==> config.mk <==
export PLATFORM = sky130hd
export DESIGN_NAME = hgbf_mac
export DESIGN_NICKNAME = d
export VERILOG_FILES = /design/src/rtl/core/hgbf_pkg.sv /design/src/rtl/core/hgbf_mac.sv
export SDC_FILE = /design/constraint.sdc
export NUM_CORES = 2
export LEC_CHECK = 0
export ABC_AREA = 1
export BUFFER_PORTS_ARGS = -buffer_cell sky130_fd_sc_hd__buf_2
export CAP_MARGIN = 40
export CORE_ASPECT_RATIO = 1.25
export CORE_UTILIZATION = 46
export CTS_CLUSTER_DIAMETER = 50
export CTS_CLUSTER_SIZE = 14
export DETAILED_ROUTE_END_ITERATION = 10
export PLACE_DENSITY_LB_ADDON = 0.2
export SYNTH_ARGS = -nofsm -noshare
export SYNTH_HDL_FRONTEND = slang
export SYNTH_SLANG_ARGS = --single-unit
==> constraint.sdc <==
create_clock -name i_clk -period 8.31 [get_ports i_clk]
set_clock_uncertainty 0.05 [all_clocks]
set_input_delay 1.2465 -clock i_clk [delete_from_list [all_inputs] [get_ports i_clk]]
set_output_delay 1.2465 -clock i_clk [all_outputs]
set_load 0.01 [all_outputs]
==> src/rtl/core/hgbf_pkg.sv <==
// ----------------------------------------------------------------------------
// Height grid bilinear force: shared package
// Types, register indexes, state codes and saturation helpers used by the
// height grid query engine and its sub-units.
// ----------------------------------------------------------------------------
package hgbf_pkg;

    localparam int MAX_ROWS   = 128;
    localparam int MAX_COLS   = 128;
    localparam int ROW_W      = $clog2(MAX_ROWS);
    localparam int COL_W      = $clog2(MAX_COLS);
    localparam int ADDR_W     = ROW_W + COL_W;
    localparam int CFG_IDX_W  = 4;
    localparam int ACC_W      = 66;
    localparam int MUL_A_W    = 35;
    localparam int MUL_B_W    = 18;
    localparam int PROD_W     = MUL_A_W + MUL_B_W;

    // Configuration register indexes.
    localparam logic [CFG_IDX_W-1:0] CFG_GRID_COLS   = 4'd0;
    localparam logic [CFG_IDX_W-1:0] CFG_GRID_ROWS   = 4'd1;
    localparam logic [CFG_IDX_W-1:0] CFG_ORIGIN_X    = 4'd2;
    localparam logic [CFG_IDX_W-1:0] CFG_ORIGIN_Y    = 4'd3;
    localparam logic [CFG_IDX_W-1:0] CFG_INV_CELL    = 4'd4;
    localparam logic [CFG_IDX_W-1:0] CFG_HALF_CELL   = 4'd5;
    localparam logic [CFG_IDX_W-1:0] CFG_FORCE_SCALE = 4'd6;
    localparam logic [CFG_IDX_W-1:0] CFG_POT_MODE    = 4'd7;

    localparam logic OP_WRITE = 1'b0;
    localparam logic OP_QUERY = 1'b1;

    // Sample points of one query: center, then +x, -x, +y, -y.
    localparam logic [2:0] SMP_CENTER = 3'd0;
    localparam logic [2:0] SMP_XP     = 3'd1;
    localparam logic [2:0] SMP_XM     = 3'd2;
    localparam logic [2:0] SMP_YP     = 3'd3;
    localparam logic [2:0] SMP_YM     = 3'd4;
    localparam logic [2:0] SMP_LAST   = SMP_YM;

    typedef struct packed {
        logic               opcode;
        logic [6:0]         cell_row;
        logic [6:0]         cell_col;
        logic signed [31:0] cell_height;
        logic signed [31:0] pos_x;
        logic signed [31:0] pos_y;
        logic               last_point;
    } t_in_item;

    typedef struct packed {
        logic signed [31:0] force_x;
        logic signed [31:0] force_y;
        logic signed [31:0] point_potential;
        logic signed [47:0] total_potential;
        logic               total_valid;
    } t_out_item;

    typedef enum logic [2:0] {
        ACC_HOLD,
        ACC_LOAD,
        ACC_ADD,
        ACC_ADD_SR16,
        ACC_ADD_SL16,
        ACC_ADD_SL17
    } t_acc_op;

    typedef struct packed {
        logic signed [MUL_A_W-1:0] a;
        logic signed [MUL_B_W-1:0] b;
        t_acc_op                   op;
    } t_mac_cmd;

    typedef enum logic [31:0] {
        ST_IDLE  = 32'h0000_0001,
        ST_SETUP = 32'h0000_0002,
        ST_PX0   = 32'h0000_0004,
        ST_PX1   = 32'h0000_0008,
        ST_PY0   = 32'h0000_0010,
        ST_PY1   = 32'h0000_0020,
        ST_PW    = 32'h0000_0040,
        ST_PC    = 32'h0000_0080,
        ST_RD0   = 32'h0000_0100,
        ST_RD1   = 32'h0000_0200,
        ST_RD2   = 32'h0000_0400,
        ST_RD3   = 32'h0000_0800,
        ST_BL0   = 32'h0000_1000,
        ST_BL1   = 32'h0000_2000,
        ST_BL2   = 32'h0000_4000,
        ST_BL3   = 32'h0000_8000,
        ST_BL4   = 32'h0001_0000,
        ST_BL5   = 32'h0002_0000,
        ST_EL    = 32'h0004_0000,
        ST_G0    = 32'h0008_0000,
        ST_G1    = 32'h0010_0000,
        ST_G2    = 32'h0020_0000,
        ST_G3    = 32'h0040_0000,
        ST_G4    = 32'h0080_0000,
        ST_G5    = 32'h0100_0000,
        ST_G6    = 32'h0200_0000,
        ST_G7    = 32'h0400_0000,
        ST_G8    = 32'h0800_0000,
        ST_G9    = 32'h1000_0000,
        ST_G10   = 32'h2000_0000,
        ST_G11   = 32'h4000_0000,
        ST_OUT   = 32'h8000_0000
    } t_state;

    // A size of zero acts as one, anything above the maximum as the maximum.
    function automatic logic [7:0] eff_size(input logic [7:0] v, input logic [7:0] maxv);
        logic [7:0] r;
        if (v == 8'd0) begin
            r = 8'd1;
        end else if (v > maxv) begin
            r = maxv;
        end else begin
            r = v;
        end
        return r;
    endfunction

    function automatic logic signed [31:0] sat32(input logic signed [ACC_W-1:0] v);
        logic signed [31:0] r;
        if (v > $signed({{(ACC_W-32){1'b0}}, 32'h7FFF_FFFF})) begin
            r = 32'sh7FFF_FFFF;
        end else if (v < $signed({{(ACC_W-32){1'b1}}, 32'h8000_0000})) begin
            r = 32'sh8000_0000;
        end else begin
            r = v[31:0];
        end
        return r;
    endfunction

    function automatic logic signed [47:0] sat48(input logic signed [50:0] v);
        logic signed [47:0] r;
        if (v > $signed({3'b000, 48'h7FFF_FFFF_FFFF})) begin
            r = 48'sh7FFF_FFFF_FFFF;
        end else if (v < $signed({3'b111, 48'h8000_0000_0000})) begin
            r = 48'sh8000_0000_0000;
        end else begin
            r = v[47:0];
        end
        return r;
    endfunction

endpackage

==> src/rtl/core/hgbf_mac.sv <==
// ----------------------------------------------------------------------------
// Height grid bilinear force: multiply-accumulate unit
// One registered 35x18 signed multiplier feeding a shifting accumulator.
// ----------------------------------------------------------------------------
module hgbf_mac import hgbf_pkg::*; (
    input  logic                    i_clk,
    input  logic                    i_rst_n,
    input  t_mac_cmd                i_cmd,
    output logic signed [ACC_W-1:0] o_acc
);

    logic signed [PROD_W-1:0] r_prod;
    t_acc_op                  r_op;
    logic signed [ACC_W-1:0]  r_acc;
    logic signed [ACC_W-1:0]  prod_ext;
    logic signed [ACC_W-1:0]  n_acc;

    always_ff @(posedge i_clk) begin
        r_prod <= i_cmd.a * i_cmd.b;
    end

    always_ff @(posedge i_clk) begin
        if (!i_rst_n) begin
            r_op <= ACC_HOLD;
        end else begin
            r_op <= i_cmd.op;
        end
    end

    assign prod_ext = {{(ACC_W-PROD_W){r_prod[PROD_W-1]}}, r_prod};

    always_comb begin
        unique case (r_op)
            ACC_LOAD:     n_acc = prod_ext;
            ACC_ADD:      n_acc = r_acc + prod_ext;
            ACC_ADD_SR16: n_acc = r_acc + (prod_ext >>> 16);
            ACC_ADD_SL16: n_acc = r_acc + (prod_ext <<< 16);
            ACC_ADD_SL17: n_acc = r_acc + (prod_ext <<< 17);
            default:      n_acc = r_acc;
        endcase
    end

    always_ff @(posedge i_clk) begin
        r_acc <= n_acc;
    end

    assign o_acc = r_acc;

endmodule
==> impl_metrics.ini <==
[run_status]
status = completed

[global_routing]
antenna_found_initial = 5
grt_pass1_wl_mm = 250
grt_usage_pct = 36.7
grt_max_degree = 70
grt_pass1_vias = 42100
grt_remaining_overflow = 0

[worst_setup_path]
critPathTopFamily = adder cells
critPathKind = input pin to flip-flop
cpMaxStageDelayCell = fa_1
cpMostUsedCell = fa_1
required_ns = 8.66
ff2ff_setup_slack_ns = 3.57
critical_path.cell_chain = buf_2 > nand2_1 > inv_1 > fa_1 > fa_1 > inv_1 > fa_1 > inv_1 > fa_1 > fa_1 > fa_1 > ha_1 > nand2_1 > nor2_1 > inv_1 > nor4_2 > nand4_1 > or2_1 > nand4_1 > nand2_1
cp.arrival_ns = 7.29
critPathBufInv = 5
worstSetupStartpointType = input pin
worstRegToRegCells = 20
slowest_delay_ns = 0.82
r2r_start = r_op[2]
crit_fanout = 35
cp-end-kind = flip-flop
r2r-end = o_acc[56]

[routing]
vias_per_cell = 5.38
drt_wl_total_mm = 166
wl_met3_mm = 10.3
postRouteAntennaNets = 0
dr.max_layer_used = met5
drtPass1Iterations = 10
routed-wl-met2_mm = 82.5
met1_length_mm = 59.6
drt_iter0_markers = 3225
vias = 41300
wl_per_cell_um = 21.7
drc = 0

[clock_network]
ctsResizeCount = 0
post_cts_buffers = 0
clock-sinks = 122
hold_buffers = 0
insertion_delay_ns = 0.50
cts-root-buf = clkbuf_16
htree_levels = 4
cts_made_buffers = 17
tritoncts = built
clkTransAtPathRegs_ns = 0.06
clock_path_buffers = 2

[die]
die_w_um = 272
die_y_um = 339
io_pins = 124
core_area_sq_um = 90000
rows = 123
die_area_sq_um = 92200
start_util_pct = 46.5

[timing]
finalSetupViolations = 0
slew_headroom_pct = 38.1
fin_tns_setup_ns = 0
fmax_mhz = 144
maxSlewViolCount = 0
hold_viol = 0
fin_hold_ws_ns = 0.586
min_period_over_period_pct = 83.6
rsz0062_at_grt = false
fin_crit_ns = 6.95
worst_slew_pin_slew_ns = 0.929

[synthesis]
ys_ff_latch = 122
seq_area_frac_synth_pct = 7.42
ys_types = 59
syn-num-nets = 7422
synth_edf_count = 66
yosys_warnings = 0
yosys_most_used_dff = edfxtp_1
synth_area_sq_um = 41800
avgSynthCellArea_sq_um = 6.46
synth_top_cell_by_area = fa_1
ys_async_sr_fraction_pct = 0
synth_top_area_share_pct = 28.9
synth_cells = 6471
synth.area.top_cells = fa_1, nand2_1, inv_1, ha_1, edfxtp_1

[place]
gp_congestion = 1.12
port_buffers = 123
hpwl_mm = 140

[final_layout]
final_nets = 7416
area_growth_pct = 5.39
fill_cells = 9485
final_common_cell = nand2_1
final_cell_mix = nand2_1, inv_1, fa_1
drive_gt1_share_pct = 5.00
regArea_sq_um = 3100
multi_input_area_sq_um = 31800

[min_path]
whs_path_depth = 2
hold_end = o_acc[0]
min_from = r_prod[0]
hold_path_class = flip-flop to flip-flop

[flow_run]
cap_violations = 0
## metal layers
layer,GRT usage [%],up-vias
li1,-,19200
met1,39.8,19800
met2,64.7,1661
met3,5.70,569
met4,26.7,6
met5,0,-
## tightest hold or removal path, delay by kind of cell (launching register included)
family	cells	cell delay [ns]
flip-flops	1	0.33
buffers and inverters	1	0.06
AO/OA/AOI/OAI	1	0.07
## cells by family (layout without fill, tap and decap cells)
kind of cell	Yosys count	count (layout)	synth area share, %
AO/OA/AOI/OAI	548	548	7.29
XOR/XNOR	65	65	1.36
adder cells (fa/ha/maj)	893	893	37.5
buffers and inverters	1848	1855	16.6
flip-flops	122	122	7.42
other	0	4	0
AND/OR/NAND/NOR	2995	2995	29.8
## how the worst max path moves through the flow
stage               from  slack [ns]          to  cells after the start
2_1_floorplan  i_cmd[55]        1.56  r_prod[51]                     21
3_3_place_gp    i_cmd[6]        0.96  r_prod[52]                     19
3_5_place_dp    i_cmd[6]        0.87  r_prod[51]                     20
4_1_cts         i_cmd[6]        1.40  r_prod[51]                     20
5_1_grt         i_cmd[6]        0.97  r_prod[51]                     22
6_report        i_cmd[6]        1.36  r_prod[51]                     20
## registers in the layout (all words and copies together) (netlist names)
| register | flops |
|---|---|
| o_acc | 66 |
| r_prod | 53 |
| r_op | 3 |
## area by class of cell
type | count | area share, %
diodes | 4 | 0.0227
clock buffers | 21 | 1.12
clock inverters | 11 | 0.238
inverters | 1677 | 14.3
multi-input cells | 4501 | 72.1
flip-flops and latches | 122 | 7.04
well taps | 1187 | 3.37
repair buffers | 146 | 1.83
## synth_stat cells (4+ instances only)
master,number
inv_2,24
nor4_1,4
nand4_1,84
o21ai_1,14
nand2_1,2065
buf_1,17
nor2_1,374
nand3_1,275
nor2_2,32
a21o_1,11
nand3b_1,27
xnor2_1,26
or2_1,12
nand3_2,6
inv_1,1649
a31oi_1,13
o21ai_0,171
o21ai_2,5
o21a_1,6
nand2_2,25
o22ai_1,5
o2111ai_1,5
o21bai_1,40
and3_1,4
or2_2,18
dfxtp_1,56
clkbuf_1,144
buf_2,10
a21oi_1,253
nor2_4,7
nor4_2,6
and2_1,6
edfxtp_1,66
a21oi_2,4
nor3_1,32
nor3_2,9
a21boi_0,5
xor2_1,39
clkinv_1,4
ha_1,289
or2_0,4
fa_1,604
## per-stage QoR
step	util (%)	setup WS (ns)	std cells	instance area [sq um]
6_report	49.0	1.36	7669	44100
5_1_grt	49.0	0.973	7665	44100
4_1_cts	48.9	1.40	7663	44100
3_5_place_dp	48.3	0.871	7631	43500
3_3_place_gp	48.2	0.956	7629	43400
2_1_floorplan	-	1.56	6471	41800
Power is not shown: default switching activity piles up to over one toggle a cycle in this logic, so the estimate is an artifact.
